`src/hdl/precedence_calculator_engine_macros.svh`:
```
// ---------------------------------------------------------------------------
// Precedence calculator engine assertion macros
// Shared concurrent assertion forms, clocked on clk_i and held off in reset.
// ---------------------------------------------------------------------------
`ifndef PRECEDENCE_CALCULATOR_ENGINE_MACROS_SVH
`define PRECEDENCE_CALCULATOR_ENGINE_MACROS_SVH

// Same-cycle implication.
`define PCE_ASSERT_NOW(name, ante, cons, msg) \
  name: assert property (@(posedge clk_i) disable iff (!rst_ni) (ante) |-> (cons)) \
    else $error(msg);

// Next-cycle implication.
`define PCE_ASSERT_NEXT(name, ante, cons, msg) \
  name: assert property (@(posedge clk_i) disable iff (!rst_ni) (ante) |=> (cons)) \
    else $error(msg);

`endif

```
`src/hdl/pce_pkg.sv`:
```
// ---------------------------------------------------------------------------
// Precedence calculator engine package
// Widths, key codes, controller states, command and status groups and the
// saturation helpers shared by the engine modules.
// ---------------------------------------------------------------------------
package pce_pkg;

  localparam int VALUE_WIDTH   = 48;
  localparam int FRACTION_BITS = 16;
  localparam int OP_W          = 3;
  localparam int DIV_W         = VALUE_WIDTH + FRACTION_BITS;
  localparam int PROD_W        = 2 * VALUE_WIDTH;
  localparam int SAT_W         = PROD_W + FRACTION_BITS;
  localparam int CNT_W         = $clog2(DIV_W + 1);

  typedef logic signed [VALUE_WIDTH-1:0] value_t;
  typedef logic [VALUE_WIDTH-1:0]        mag_t;
  typedef logic [VALUE_WIDTH:0]          ext_t;
  typedef logic [DIV_W-1:0]              div_t;
  typedef logic [PROD_W-1:0]             prod_t;
  typedef logic [SAT_W-1:0]              sat_t;
  typedef logic [CNT_W-1:0]              cnt_t;
  typedef logic [OP_W-1:0]               op_t;

  localparam value_t VALUE_MAX = {1'b0, {(VALUE_WIDTH-1){1'b1}}};
  localparam value_t VALUE_MIN = {1'b1, {(VALUE_WIDTH-1){1'b0}}};

  typedef enum logic [OP_W-1:0] {
    OP_NONE   = OP_W'(0),
    OP_ADD    = OP_W'(1),
    OP_SUB    = OP_W'(2),
    OP_MUL    = OP_W'(3),
    OP_DIV    = OP_W'(4),
    OP_EQUALS = OP_W'(5)
  } op_e;

  typedef enum logic [2:0] {
    ST_IDLE,
    ST_CHECK1,
    ST_RUN1,
    ST_CHECK2,
    ST_RUN2,
    ST_DONE,
    ST_PASS,
    ST_FAIL
  } state_e;

  typedef struct packed {
    logic load;
    logic eval_start;
    logic eval_take;
    logic promote;
    logic defer;
    logic write_ok;
    logic write_pass;
    logic write_fail;
  } cmd_t;

  typedef struct packed {
    logic key_valid;
    logic dop_nz;
    logic np_nz;
    logic outranks;
    logic div0;
    logic alu_done;
    logic out_free;
  } status_t;

  function automatic logic is_high(op_t op);
    return (op == OP_MUL) || (op == OP_DIV);
  endfunction

  function automatic mag_t magnitude(value_t v);
    return v[VALUE_WIDTH-1] ? mag_t'(~v + value_t'(1)) : mag_t'(v);
  endfunction

  // Applies a sign to an unsigned magnitude and clamps to the value range.
  function automatic value_t sat_result(logic neg, sat_t mag);
    logic hi_nz;
    logic top;
    logic low_nz;
    mag_t low;
    hi_nz  = |mag[SAT_W-1:VALUE_WIDTH];
    top    = mag[VALUE_WIDTH-1];
    low_nz = |mag[VALUE_WIDTH-2:0];
    low    = mag[VALUE_WIDTH-1:0];
    if (neg) begin
      if (hi_nz || (top && low_nz)) return VALUE_MIN;
      return value_t'(~low + mag_t'(1));
    end
    if (hi_nz || top) return VALUE_MAX;
    return value_t'(low);
  endfunction

endpackage

```
`src/hdl/pce_alu.sv`:
```
// ---------------------------------------------------------------------------
// Precedence calculator engine arithmetic unit
// Saturating add and subtract, shift-add multiply and restoring
// divide one bit per cycle on magnitudes, with the sign applied at the end.
// ---------------------------------------------------------------------------
module pce_alu (
  input  logic            clk_i,
  input  logic            rst_ni,
  input  logic            start_i,
  input  pce_pkg::op_t    op_i,
  input  pce_pkg::value_t a_i,
  input  pce_pkg::value_t b_i,
  output logic            done_o,
  output pce_pkg::value_t result_o
);

  logic            run_q, run_d;
  logic            post_q, post_d;
  logic            done_q, done_d;
  logic            is_div_q, is_div_d;
  logic            neg_q, neg_d;
  pce_pkg::cnt_t   cnt_q, cnt_d;
  pce_pkg::ext_t   hi_q, hi_d;
  pce_pkg::mag_t   mcand_q, mcand_d;
  pce_pkg::div_t   lo_q, lo_d;
  pce_pkg::value_t res_q, res_d;

  pce_pkg::ext_t  sum_add;
  pce_pkg::ext_t  sum_sub;
  pce_pkg::ext_t  rsh;
  pce_pkg::ext_t  rdiff;
  logic           fits;
  pce_pkg::mag_t  addend;
  pce_pkg::ext_t  msum;
  pce_pkg::prod_t prod;

  function automatic pce_pkg::value_t clamp(pce_pkg::ext_t s);
    if (s[pce_pkg::VALUE_WIDTH] != s[pce_pkg::VALUE_WIDTH-1]) begin
      return s[pce_pkg::VALUE_WIDTH] ? pce_pkg::VALUE_MIN : pce_pkg::VALUE_MAX;
    end
    return pce_pkg::value_t'(s[pce_pkg::VALUE_WIDTH-1:0]);
  endfunction

  assign sum_add = {a_i[pce_pkg::VALUE_WIDTH-1], a_i} + {b_i[pce_pkg::VALUE_WIDTH-1], b_i};
  assign sum_sub = {a_i[pce_pkg::VALUE_WIDTH-1], a_i} - {b_i[pce_pkg::VALUE_WIDTH-1], b_i};

  assign rsh    = {hi_q[pce_pkg::VALUE_WIDTH-1:0], lo_q[pce_pkg::DIV_W-1]};
  assign fits   = rsh >= {1'b0, mcand_q};
  assign rdiff  = rsh - {1'b0, mcand_q};
  assign addend = lo_q[0] ? mcand_q : pce_pkg::mag_t'(0);
  assign msum   = hi_q + {1'b0, addend};
  assign prod   = {hi_q[pce_pkg::VALUE_WIDTH-1:0], lo_q[pce_pkg::VALUE_WIDTH-1:0]};

  always_comb begin
    run_d    = run_q;
    post_d   = post_q;
    done_d   = 1'b0;
    is_div_d = is_div_q;
    neg_d    = neg_q;
    cnt_d    = cnt_q;
    hi_d     = hi_q;
    mcand_d  = mcand_q;
    lo_d     = lo_q;
    res_d    = res_q;
    if (start_i) begin
      neg_d   = a_i[pce_pkg::VALUE_WIDTH-1] ^ b_i[pce_pkg::VALUE_WIDTH-1];
      mcand_d = pce_pkg::magnitude(b_i);
      hi_d    = '0;
      unique case (op_i)
        pce_pkg::OP_ADD: begin
          res_d  = clamp(sum_add);
          done_d = 1'b1;
        end
        pce_pkg::OP_SUB: begin
          res_d  = clamp(sum_sub);
          done_d = 1'b1;
        end
        pce_pkg::OP_MUL: begin
          lo_d     = pce_pkg::div_t'(pce_pkg::magnitude(a_i));
          cnt_d    = pce_pkg::cnt_t'(pce_pkg::VALUE_WIDTH);
          is_div_d = 1'b0;
          run_d    = 1'b1;
        end
        pce_pkg::OP_DIV: begin
          lo_d     = pce_pkg::div_t'(pce_pkg::magnitude(a_i)) << pce_pkg::FRACTION_BITS;
          cnt_d    = pce_pkg::cnt_t'(pce_pkg::DIV_W);
          is_div_d = 1'b1;
          run_d    = 1'b1;
        end
        default: begin
          res_d  = b_i;
          done_d = 1'b1;
        end
      endcase
    end else if (run_q) begin
      cnt_d = cnt_q - pce_pkg::cnt_t'(1);
      if (cnt_q == pce_pkg::cnt_t'(1)) begin
        run_d  = 1'b0;
        post_d = 1'b1;
      end
      if (is_div_q) begin
        hi_d = fits ? rdiff : rsh;
        lo_d = {lo_q[pce_pkg::DIV_W-2:0], fits};
      end else begin
        hi_d = {1'b0, msum[pce_pkg::VALUE_WIDTH:1]};
        lo_d = pce_pkg::div_t'({msum[0], lo_q[pce_pkg::VALUE_WIDTH-1:1]});
      end
    end else if (post_q) begin
      post_d = 1'b0;
      done_d = 1'b1;
      res_d  = pce_pkg::sat_result(neg_q, is_div_q ? pce_pkg::sat_t'(lo_q)
                                   : pce_pkg::sat_t'(prod >> pce_pkg::FRACTION_BITS));
    end
  end

  always_ff @(posedge clk_i or negedge rst_ni) begin
    if (!rst_ni) begin
      run_q  <= 1'b0;
      post_q <= 1'b0;
      done_q <= 1'b0;
    end else begin
      run_q  <= run_d;
      post_q <= post_d;
      done_q <= done_d;
    end
  end

  always_ff @(posedge clk_i) begin
    is_div_q <= is_div_d;
    neg_q    <= neg_d;
    cnt_q    <= cnt_d;
    hi_q     <= hi_d;
    mcand_q  <= mcand_d;
    lo_q     <= lo_d;
    res_q    <= res_d;
  end

  assign done_o   = done_q;
  assign result_o = res_q;

endmodule

```
`src/hdl/pce_dp.sv`:
```
// ---------------------------------------------------------------------------
// Precedence calculator engine datapath
// Pending and deferred operator state, the working copy of one key step,
// the arithmetic unit and the output register.
// ---------------------------------------------------------------------------
`include "precedence_calculator_engine_macros.svh"

module pce_dp (
  input  logic              clk_i,
  input  logic              rst_ni,
  input  pce_pkg::cmd_t     cmd_i,
  output pce_pkg::status_t  status_o,
  input  pce_pkg::op_t      in_op_i,
  input  pce_pkg::value_t   in_value_i,
  output logic              m_valid_o,
  input  logic              m_ready_i,
  output pce_pkg::value_t   m_value_o,
  output logic [1:0]        m_flags_o
);

  pce_pkg::op_t    pend_op_q, pend_op_d;
  pce_pkg::value_t pend_val_q, pend_val_d;
  logic [1:0]      def_op_q, def_op_d;
  pce_pkg::value_t def_val_q, def_val_d;

  pce_pkg::op_t    key_q, key_d;
  pce_pkg::value_t entered_q, entered_d;
  pce_pkg::value_t disp_q, disp_d;
  pce_pkg::op_t    np_q, np_d;
  pce_pkg::value_t nv_q, nv_d;
  logic [1:0]      dop_q, dop_d;
  pce_pkg::value_t dv_q, dv_d;
  logic            changed_q, changed_d;

  logic            m_valid_q, m_valid_d;
  pce_pkg::value_t m_value_q, m_value_d;
  logic [1:0]      m_flags_q, m_flags_d;

  logic            alu_done;
  pce_pkg::value_t alu_result;

  pce_alu u_alu (
    .clk_i   (clk_i),
    .rst_ni  (rst_ni),
    .start_i (cmd_i.eval_start),
    .op_i    (np_q),
    .a_i     (nv_q),
    .b_i     (disp_q),
    .done_o  (alu_done),
    .result_o(alu_result)
  );

  always_comb begin
    status_o.key_valid = (key_q != pce_pkg::OP_NONE) && (key_q <= pce_pkg::OP_EQUALS);
    status_o.dop_nz    = dop_q != 2'b00;
    status_o.np_nz     = np_q != pce_pkg::OP_NONE;
    status_o.outranks  = pce_pkg::is_high(key_q) && !pce_pkg::is_high(np_q);
    status_o.div0      = (np_q == pce_pkg::OP_DIV) && (disp_q == '0);
    status_o.alu_done  = alu_done;
    status_o.out_free  = !m_valid_q || m_ready_i;
  end

  always_comb begin
    pend_op_d  = pend_op_q;
    pend_val_d = pend_val_q;
    def_op_d   = def_op_q;
    def_val_d  = def_val_q;
    key_d      = key_q;
    entered_d  = entered_q;
    disp_d     = disp_q;
    np_d       = np_q;
    nv_d       = nv_q;
    dop_d      = dop_q;
    dv_d       = dv_q;
    changed_d  = changed_q;
    m_valid_d  = m_valid_q;
    m_value_d  = m_value_q;
    m_flags_d  = m_flags_q;

    if (cmd_i.load) begin
      key_d     = in_op_i;
      entered_d = in_value_i;
      disp_d    = in_value_i;
      np_d      = pend_op_q;
      nv_d      = pend_val_q;
      dop_d     = def_op_q;
      dv_d      = def_val_q;
      changed_d = 1'b0;
    end
    if (cmd_i.eval_take) begin
      disp_d    = alu_result;
      changed_d = 1'b1;
    end
    if (cmd_i.promote) begin
      np_d  = {1'b0, dop_q};
      nv_d  = dv_q;
      dop_d = 2'b00;
    end
    if (cmd_i.defer) begin
      dop_d = np_q[1:0];
      dv_d  = nv_q;
    end

    if (m_ready_i) begin
      m_valid_d = 1'b0;
    end
    if (cmd_i.write_ok) begin
      pend_op_d  = (key_q == pce_pkg::OP_EQUALS) ? pce_pkg::op_t'(pce_pkg::OP_NONE) : key_q;
      pend_val_d = disp_q;
      def_op_d   = dop_q;
      def_val_d  = dv_q;
      m_valid_d  = 1'b1;
      m_value_d  = disp_q;
      m_flags_d  = {1'b0, changed_q};
    end else if (cmd_i.write_pass || cmd_i.write_fail) begin
      m_valid_d = 1'b1;
      m_value_d = entered_q;
      m_flags_d = {cmd_i.write_fail, 1'b0};
    end
  end

  always_ff @(posedge clk_i or negedge rst_ni) begin
    if (!rst_ni) begin
      pend_op_q  <= pce_pkg::OP_NONE;
      pend_val_q <= '0;
      def_op_q   <= 2'b00;
      def_val_q  <= '0;
      m_valid_q  <= 1'b0;
    end else begin
      pend_op_q  <= pend_op_d;
      pend_val_q <= pend_val_d;
      def_op_q   <= def_op_d;
      def_val_q  <= def_val_d;
      m_valid_q  <= m_valid_d;
    end
  end

  always_ff @(posedge clk_i) begin
    key_q     <= key_d;
    entered_q <= entered_d;
    disp_q    <= disp_d;
    np_q      <= np_d;
    nv_q      <= nv_d;
    dop_q     <= dop_d;
    dv_q      <= dv_d;
    changed_q <= changed_d;
    m_value_q <= m_value_d;
    m_flags_q <= m_flags_d;
  end

  assign m_valid_o = m_valid_q;
  assign m_value_o = m_value_q;
  assign m_flags_o = m_flags_q;

  // A refused division must leave the calculator state untouched.
  `PCE_ASSERT_NEXT(a_fail_keeps_state, cmd_i.write_fail, $stable(pend_op_q) && $stable(pend_val_q) && $stable(def_op_q) && $stable(def_val_q), "refused division changed state")

endmodule

```
`src/hdl/pce_ctrl.sv`:
```
// ---------------------------------------------------------------------------
// Precedence calculator engine controller
// Sequences one key: deferred evaluation, precedence decision, pending
// evaluation and the final result write.
// ---------------------------------------------------------------------------
`include "precedence_calculator_engine_macros.svh"

module pce_ctrl (
  input  logic             clk_i,
  input  logic             rst_ni,
  input  logic             s_valid_i,
  output logic             s_ready_o,
  input  pce_pkg::status_t status_i,
  output pce_pkg::cmd_t    cmd_o
);

  pce_pkg::state_e state_q, state_d;

  always_ff @(posedge clk_i or negedge rst_ni) begin
    if (!rst_ni) begin
      state_q <= pce_pkg::ST_IDLE;
    end else begin
      state_q <= state_d;
    end
  end

  always_comb begin
    state_d   = state_q;
    cmd_o     = '0;
    s_ready_o = 1'b0;
    unique case (state_q)
      pce_pkg::ST_IDLE: begin
        s_ready_o = 1'b1;
        if (s_valid_i) begin
          cmd_o.load = 1'b1;
          state_d    = pce_pkg::ST_CHECK1;
        end
      end
      pce_pkg::ST_CHECK1: begin
        if (!status_i.key_valid) begin
          state_d = pce_pkg::ST_PASS;
        end else if (status_i.dop_nz) begin
          if (status_i.div0) begin
            state_d = pce_pkg::ST_FAIL;
          end else begin
            cmd_o.eval_start = 1'b1;
            state_d          = pce_pkg::ST_RUN1;
          end
        end else begin
          state_d = pce_pkg::ST_CHECK2;
        end
      end
      pce_pkg::ST_RUN1: begin
        if (status_i.alu_done) begin
          cmd_o.eval_take = 1'b1;
          cmd_o.promote   = 1'b1;
          state_d         = pce_pkg::ST_CHECK2;
        end
      end
      pce_pkg::ST_CHECK2: begin
        if (!status_i.np_nz) begin
          state_d = pce_pkg::ST_DONE;
        end else if (status_i.outranks) begin
          cmd_o.defer = 1'b1;
          state_d     = pce_pkg::ST_DONE;
        end else if (status_i.div0) begin
          state_d = pce_pkg::ST_FAIL;
        end else begin
          cmd_o.eval_start = 1'b1;
          state_d          = pce_pkg::ST_RUN2;
        end
      end
      pce_pkg::ST_RUN2: begin
        if (status_i.alu_done) begin
          cmd_o.eval_take = 1'b1;
          state_d         = pce_pkg::ST_DONE;
        end
      end
      pce_pkg::ST_DONE: begin
        if (status_i.out_free) begin
          cmd_o.write_ok = 1'b1;
          state_d        = pce_pkg::ST_IDLE;
        end
      end
      pce_pkg::ST_PASS: begin
        if (status_i.out_free) begin
          cmd_o.write_pass = 1'b1;
          state_d          = pce_pkg::ST_IDLE;
        end
      end
      pce_pkg::ST_FAIL: begin
        if (status_i.out_free) begin
          cmd_o.write_fail = 1'b1;
          state_d          = pce_pkg::ST_IDLE;
        end
      end
    endcase
  end

  `PCE_ASSERT_NOW(a_write_has_room, cmd_o.write_ok || cmd_o.write_pass || cmd_o.write_fail, status_i.out_free, "result written over an untaken item")
  `PCE_ASSERT_NOW(a_done_while_waiting, status_i.alu_done, state_q == pce_pkg::ST_RUN1 || state_q == pce_pkg::ST_RUN2, "arithmetic finished with no evaluation waiting")
  `PCE_ASSERT_NOW(a_no_zero_divide, cmd_o.eval_start, !status_i.div0, "division by zero started")

endmodule

```
`src/hdl/precedence_calculator_engine.sv`:
```
// ---------------------------------------------------------------------------
// Precedence calculator engine
// Key-sequence engine of a four-function calculator with two precedence
// levels on signed saturating fixed point values.
// ---------------------------------------------------------------------------
// One key item is handled at a time. An ignored key passes through CHECK1
// and PASS to the result register, and a key that evaluates nothing through
// CHECK1, CHECK2 and DONE. Each evaluation waits in RUN1 or RUN2 for the
// shared arithmetic unit, which forms one product or quotient bit per cycle
// for a multiply or a divide; the slowest key is a deferred step behind a
// divide. The next key is accepted in the cycle after the result is written,
// while that result may still wait in the output register; a result that is
// not taken holds the following key at its final write.
module precedence_calculator_engine (
  input  logic        clk_i,
  input  logic        rst_ni,
  input  logic        s_axis_tvalid_i,
  output logic        s_axis_tready_o,
  input  logic [47:0] s_axis_tdata_i,   // entered_value[47:0]
  input  logic [2:0]  s_axis_tuser_i,   // op[2:0]
  output logic        m_axis_tvalid_o,
  input  logic        m_axis_tready_i,
  output logic [47:0] m_axis_tdata_o,   // display_value[47:0]
  output logic [1:0]  m_axis_tuser_o    // display_changed[0], div_error[1]
);

  pce_pkg::cmd_t    cmd;
  pce_pkg::status_t status;
  pce_pkg::value_t  m_value;

  pce_ctrl u_ctrl (
    .clk_i    (clk_i),
    .rst_ni   (rst_ni),
    .s_valid_i(s_axis_tvalid_i),
    .s_ready_o(s_axis_tready_o),
    .status_i (status),
    .cmd_o    (cmd)
  );

  pce_dp u_dp (
    .clk_i     (clk_i),
    .rst_ni    (rst_ni),
    .cmd_i     (cmd),
    .status_o  (status),
    .in_op_i   (s_axis_tuser_i),
    .in_value_i(pce_pkg::value_t'(s_axis_tdata_i)),
    .m_valid_o (m_axis_tvalid_o),
    .m_ready_i (m_axis_tready_i),
    .m_value_o (m_value),
    .m_flags_o (m_axis_tuser_o)
  );

  assign m_axis_tdata_o = m_value;

endmodule

```
`config.mk`:
```
export PLATFORM = sky130hd
export DESIGN_NAME = precedence_calculator_engine
export DESIGN_NICKNAME = d
export VERILOG_FILES = /design/src/hdl/pce_pkg.sv /design/src/hdl/pce_alu.sv /design/src/hdl/pce_dp.sv /design/src/hdl/pce_ctrl.sv /design/src/hdl/precedence_calculator_engine.sv
export VERILOG_INCLUDE_DIRS = /design/src /design/src/hdl
export SDC_FILE = /design/constraint.sdc
export NUM_CORES = 2
export LEC_CHECK = 0
export BUFFER_PORTS_ARGS = -buffer_cell sky130_fd_sc_hd__buf_4
export CORE_UTILIZATION = 50
export DETAILED_ROUTE_END_ITERATION = 8
export PLACE_DENSITY_LB_ADDON = 0.15
export SYNTH_ARGS = -nofsm -noshare
export SYNTH_HDL_FRONTEND = slang
export SYNTH_SLANG_ARGS = --single-unit
```
`constraint.sdc`:
```
create_clock -name clk_i -period 12.89 [get_ports clk_i]
set_input_delay 1.9335 -clock clk_i [delete_from_list [all_inputs] [get_ports clk_i]]
set_output_delay 1.9335 -clock clk_i [all_outputs]
set_load 0.02 [all_outputs]
```
; ---- Word-level counts from Yosys, hierarchy flattened
; Index checks and enable logic that the tools add are counted.
[classes]
add_sub_neg = 8
order_cmp = 2
n_eq_ne = 26
muxes = 110
n_bitwise = 5
n_reduce_logical = 35
[ops]
columns = op, count
row1 = $mux W48, 25
row2 = $mux W64, 3
row3 = $not A48 Y48, 3
row4 = $pmux W48 S3, 1
row5 = $pmux W64 S2, 1
row6 = $mux W49, 2
row7 = $add A48 B2 Y48 const B, 2
row8 = $mux W80, 1
row9 = $reduce_or A64 Y1, 1
row10 = $mux W1, 52
row11 = $add A48 B48 Y49, 1
row12 = $add A49 B48 Y49, 1
row13 = $ge A49 B48 Y1, 1
row14 = $sub A48 B48 Y49, 1
row15 = $sub A49 B48 Y49, 1
row16 = $add A48 B1 Y48 const B, 1
row17 = $logic_not A48 Y1, 1
row18 = $mux W47, 1
row19 = $reduce_or A47 Y1, 1
row20 = $mux W3, 9
row21 = $eq A3 B3 Y1 const B, 7
row22 = $pmux W3 S6, 1
row23 = $mux W2, 8
row24 = $reduce_bool A2 Y1, 8
row25 = 24 further kinds, 53
[totals]
register_bits = 577
in_bits = 55
out_inout_bits = 52

; ---- Logic depth before layout (Yosys ltp)
[depth]
depth_word = 17
ltp_mapped = 21

; ---- Cells and area by module
; A second synthesis with hierarchy kept.
[unflattened]
hier_cells = 4492
area_unflattened_um2 = 40732.8
[modules_own_cells]
columns = module, n_inst, cells_per_inst, area_each_um2
row1 = pce_alu, 1, 3507, 26628.0
row2 = pce_dp, 1, 941, 13756.9
row3 = pce_ctrl, 1, 44, 347.8

; ---- Worst setup path before layout
; Ideal clock, no wire load.
[synth_timing]
path_kind = register to register
start = reg u_dp.disp_q[22]
end = reg u_dp.u_alu.res_q[0] (netlist: u_dp.u_alu.result_o[0]) (enable)
arrival_ns = 9.411
required_ns = 12.060
path_slack_ns = 2.649
path_stages_with_launch = 12
cell_sequence = edfxtp_1 -> buf_6 -> or4_4 -> or3_4 -> or4_4 -> or4_4 -> or4_4 -> nand2_4 -> inv_4 -> clkbuf_1 -> a21oi_1 -> nor2_1
[synth_between]
elab_chain_len = 8
word_cells_on_any_way = 12
[synth_rtl]
columns = element, line
row1 = from (decl), pce_dp.sv:28  ; pce_pkg::value_t disp_q, disp_d;
row2 = from (signal assigned), pce_dp.sv:141  ; disp_q <= disp_d;
row3 = $logic_not A48 Y1 (*), pce_dp.sv:58  ; status_o.div0 = (np_q == pce_pkg::OP_DIV) && (disp_q == '0);
row4 = $logic_and A1 B1 Y1 (*), pce_dp.sv:58
row5 = $mux W1 (*), "pce_ctrl.sv:43, pce_ctrl.sv:66"
row6 = $mux W1 (on tied branches), "pce_ctrl.sv:63, pce_ctrl.sv:42"
row7 = $mux W1 (on tied branches), "pce_ctrl.sv:61, pce_ctrl.sv:40"
row8 = $pmux W1 S2 (*), pce_ctrl.sv:31  ; unique case (state_q)
row9 = $ne A2 B2 Y1 (no line) or $reduce_bool A2 Y1 (tied branches), --
row10 = $reduce_and A3 Y1 (no line) (*), --
row11 = to (signal assigned), pce_alu.sv:135  ; res_q <= res_d;
row12 = to (decl), pce_alu.sv:26  ; pce_pkg::value_t res_q, res_d;
; Every way passes the cells marked *; elsewhere a longest branch is shown, timed or not.
; A chain may end at the register's enable or synchronous reset.

; ---- Final worst setup path
[layout_timing]
start = reg u_dp.disp_q[1]
end = reg u_dp.u_alu.res_q[7] (netlist: u_dp.u_alu.result_o[7]) (enable)
; Same word-level chain as after synthesis.

==> summary.txt <==
Logic synthesis
  • Syn avg cell area: 8.63 sq um
  • Mapped Cells: 4685
  • #FFs+latches synth: 577
  • Synth Net Count: 4941
  • Async SR Flop Fraction: 0.187
  • Seq/Total Area, Yosys: 0.402
  • EDFF count, synth: 417
  • Post-Syn Area: 40500 sq um
  • Main synth FF type: edfxtp_1
  • Yosys warns: 0
  • Post-synth cell types: 86

Drt
  • Final ANT Viol Nets: 0
  • Initial detailed-routing violation count: 4037
  • Residual DRC: 0
  • Routed vias: 36435
  • Final WL: 141000 um
  • DR WL/cell: 24.5 um
  • Vias per Instance: 6.33
  • First-pass DRT Iterations: 6

Floorplanning
  • Die outline width: 286 um
  • Site Rows: 103
  • Initial Util: 0.509
  • Die Ht: 286 um
  • Core area: 79500 sq um
  • Die area: 82000 sq um
  • I/O Pins: 107

CTS
  • Num CTS Buffers: 69
  • Clock buffer depth: 3
  • Clock Tree Root: clkbuf_16
  • H-tree levels: 3
  • # resized after CTS: 0
  • # clock sinks: 577
  • # hold bufs at CTS: 0
  • Setup Fix Bufs, Post-CTS: 0
  • CTS tree: built
  • Clock Latency Late Sink: 630 ps
  • CTS clk-pin slew, worst paths: 60 ps

Finish
  • Fillers: 7397
  • Final core utilization: 0.557
  • Area growth syn-to-layout: 9.47%
  • Post-route design area: 44300 sq um
  • NumNets Final: 4909
  • Share of cells above drive strength 1: 0.0905

Setup path
  • CP Class: flip-flop to flip-flop
  • Arrival time at the worst endpoint: 6860 ps
  • Worst R2R End: u_dp.u_alu.result_o[7]
  • R2r startpoint: u_dp.disp_q[1]
  • Worst Path Required: 13150 ps
  • Worst reg-to-reg path cell count: 13
  • FF-to-FF setup slack: 6290 ps
  • Critical path launch point type: flip-flop
  • Crit path max fanout: 67
  • Crit. End Element: flip-flop

Global routing
  • Met2 global-route usage: 0.508
  • Largest net degree at the start of global routing: 175
  • Vias in the first global route: 33978
  • Grt ovf: 0
  • Initial antenna violation count: 7
  • First-pass GRT wire length: 212000 um
  • Met1 Use GR: 0.491
  • GRT Util Overall: 0.338
  • GRT busiest layer: met2
  • Global-route track usage on met3: 0.0546

STA
  • Fin Clk Skew: 32.9 ps
  • Min cycle time layout: 6600 ps
  • Max Slew Vio Count: 0
  • Fin. Hold Viols: 0
  • Fmax achieved: 0.151 GHz
  • Sum Neg Setup Slack: 0 ps
  • Max_slew headroom: 0.291
  • Period utilization: 0.512
  • RSZ-0062 raised after global routing: no
  • Final setup violation count: 0
  • Final worst-path setup slack: 6290 ps
  • Tightest Pin Transition: 1050 ps

Min path
  • Hold Path Sink: u_dp.changed_q
  • Hold Path Origin: u_dp.changed_q
  • Worst Hold Class: flip-flop to flip-flop
  • WHS Path Cells: 1

Power
  • Peak VDD IR: 213 uV
  • Power Dens Cells: 276 nW/um^2
  • P_leak: 18.0 nW

Placed design
  • Number of buffers added on ports: 106
  • RePlAce Congestion: 0.997
  • Post-Place Worst Slack: 6480 ps
  • Post-placement cell area: 42000 sq um
  • DP HPWL: 103000 um

Job
  • MaxCap Viol Count: 0

Run status
  • Status: complete, no violations
## critical path, stage by stage (launching register included)
cell,delay (ps)
edfxtp_1,510
inv_1,180
ha_1,180
nor3b_1,540
nand4_1,370
or4_1,680
or4_4,540
or4_4,510
nand2_4,420
inv_4,430
nor2_1,690
a21oi_4,290
nor2_4,200
buf_4,580
## worst max path at each step
| stage | start | end | cells past startpoint |
|---|---|---|---|
| after floorplan | u_dp.disp_q[22] | u_dp.u_alu.result_o[0] | 11 |
| after global placement | u_dp.disp_q[1] | u_dp.u_alu.result_o[10] | 13 |
| after detailed placement | u_dp.disp_q[1] | u_dp.u_alu.result_o[10] | 13 |
| after CTS | u_dp.disp_q[1] | u_dp.u_alu.result_o[7] | 13 |
| after global routing | u_dp.disp_q[1] | u_dp.u_alu.result_o[7] | 13 |
| final | u_dp.disp_q[1] | u_dp.u_alu.result_o[7] | 13 |
## cells in the final DEF, fill, tap and decap left out, types with 102 or more instances in the layout
master    instances
nand2_1         862
a21oi_1         419
edfxtp_1        417
o21ai_0         361
nor2_1          286
ha_1            197
xnor2_1         186
inv_1           185
buf_4           155
dfrtp_1         107
mux2_2          102
## final cells by class
cell class,count,area [sq um],share of cell area
Clock inverter,29,335,0.00757
Clock buffer,96,1910,0.0431
Multi-Input combinational cell,3657,22500,0.509
Sequential cell,577,16300,0.367
Tap cell,1050,1310,0.0297
Antenna cell,2,5.00,0.000113
Inverter,192,723,0.0163
Timing Repair Buffer,156,1180,0.0267
## through the flow
stage | power, mW | instances | hold WS, ps
global route | 12.9 | 5757 | 479
CTS | 12.1 | 5757 | 448
global placement | 10.0 | 5632 | 428
floorplan | 7.99 | 4685 | 418
detailed placement | 10.0 | 5632 | 435
finish | 12.2 | 5759 | 449
## routing by layer
metal  share of wire  vias up
li1                -    16844
met1            0.44    17554
met2            0.43     1778
met3           0.094      257
met4           0.034        2
met5        0.000064        -
## cells in the mapped netlist (71+ instances only)
| cell | n | share of area |
|---|---|---|
| clkbuf_1 | 206 | 0.019 |
| ha_1 | 197 | 0.061 |
| edfxtp_1 | 417 | 0.31 |
| a21oi_1 | 420 | 0.052 |
| nand2_1 | 865 | 0.080 |
| dfrtp_1 | 108 | 0.067 |
| inv_1 | 186 | 0.017 |
| a21o_1 | 85 | 0.016 |
| nand3_1 | 87 | 0.011 |
| nor3_1 | 71 | 0.0088 |
| xnor2_1 | 187 | 0.040 |
| mux2_2 | 102 | 0.028 |
| xor2_1 | 73 | 0.016 |
| nor2_1 | 290 | 0.027 |
| o21ai_0 | 362 | 0.045 |
## kinds of logic after synthesis
| group | Yosys count | share of synthesized area |
|---|---|---|
| AND/OR/NAND/NOR | 1709 | 0.192 |
| AO/OA/AOI/OAI | 1325 | 0.201 |
| flip-flops | 577 | 0.402 |
| buffers and inverters | 451 | 0.0427 |
| XOR/XNOR | 260 | 0.0563 |
| adder cells (fa/ha/maj) | 201 | 0.0629 |
| multiplexers | 162 | 0.0432 |
## flip-flops by register name, indices dropped and copies added (netlist names), 7 cells and up
| name | flops |
|---|---|
| u_dp.nv_q | 48 |
| u_dp.u_alu.lo_q | 64 |
| u_dp.def_val_q | 48 |
| u_dp.u_alu.hi_q | 49 |
| u_dp.dv_q | 48 |
| u_dp.u_alu.result_o | 48 |
| u_dp.u_alu.cnt_q | 7 |
| u_dp.u_alu.mcand_q | 48 |
| u_dp.disp_q | 48 |
| u_dp.m_value_o | 48 |
| u_dp.pend_val_q | 48 |
| u_dp.entered_q | 48 |
## where the power goes
| group | switching [mW] | leakage [nW] | internal, mW |
|---|---|---|---|
| clock | 0.821 | 1.10 | 1.16 |
| combinational | 4.24 | 11.2 | 2.34 |
| sequential | 0.719 | 5.70 | 2.92 |
| total | 5.78 | 18.0 | 6.42 |
No activity file was read; power rests on OpenSTA's default activity.
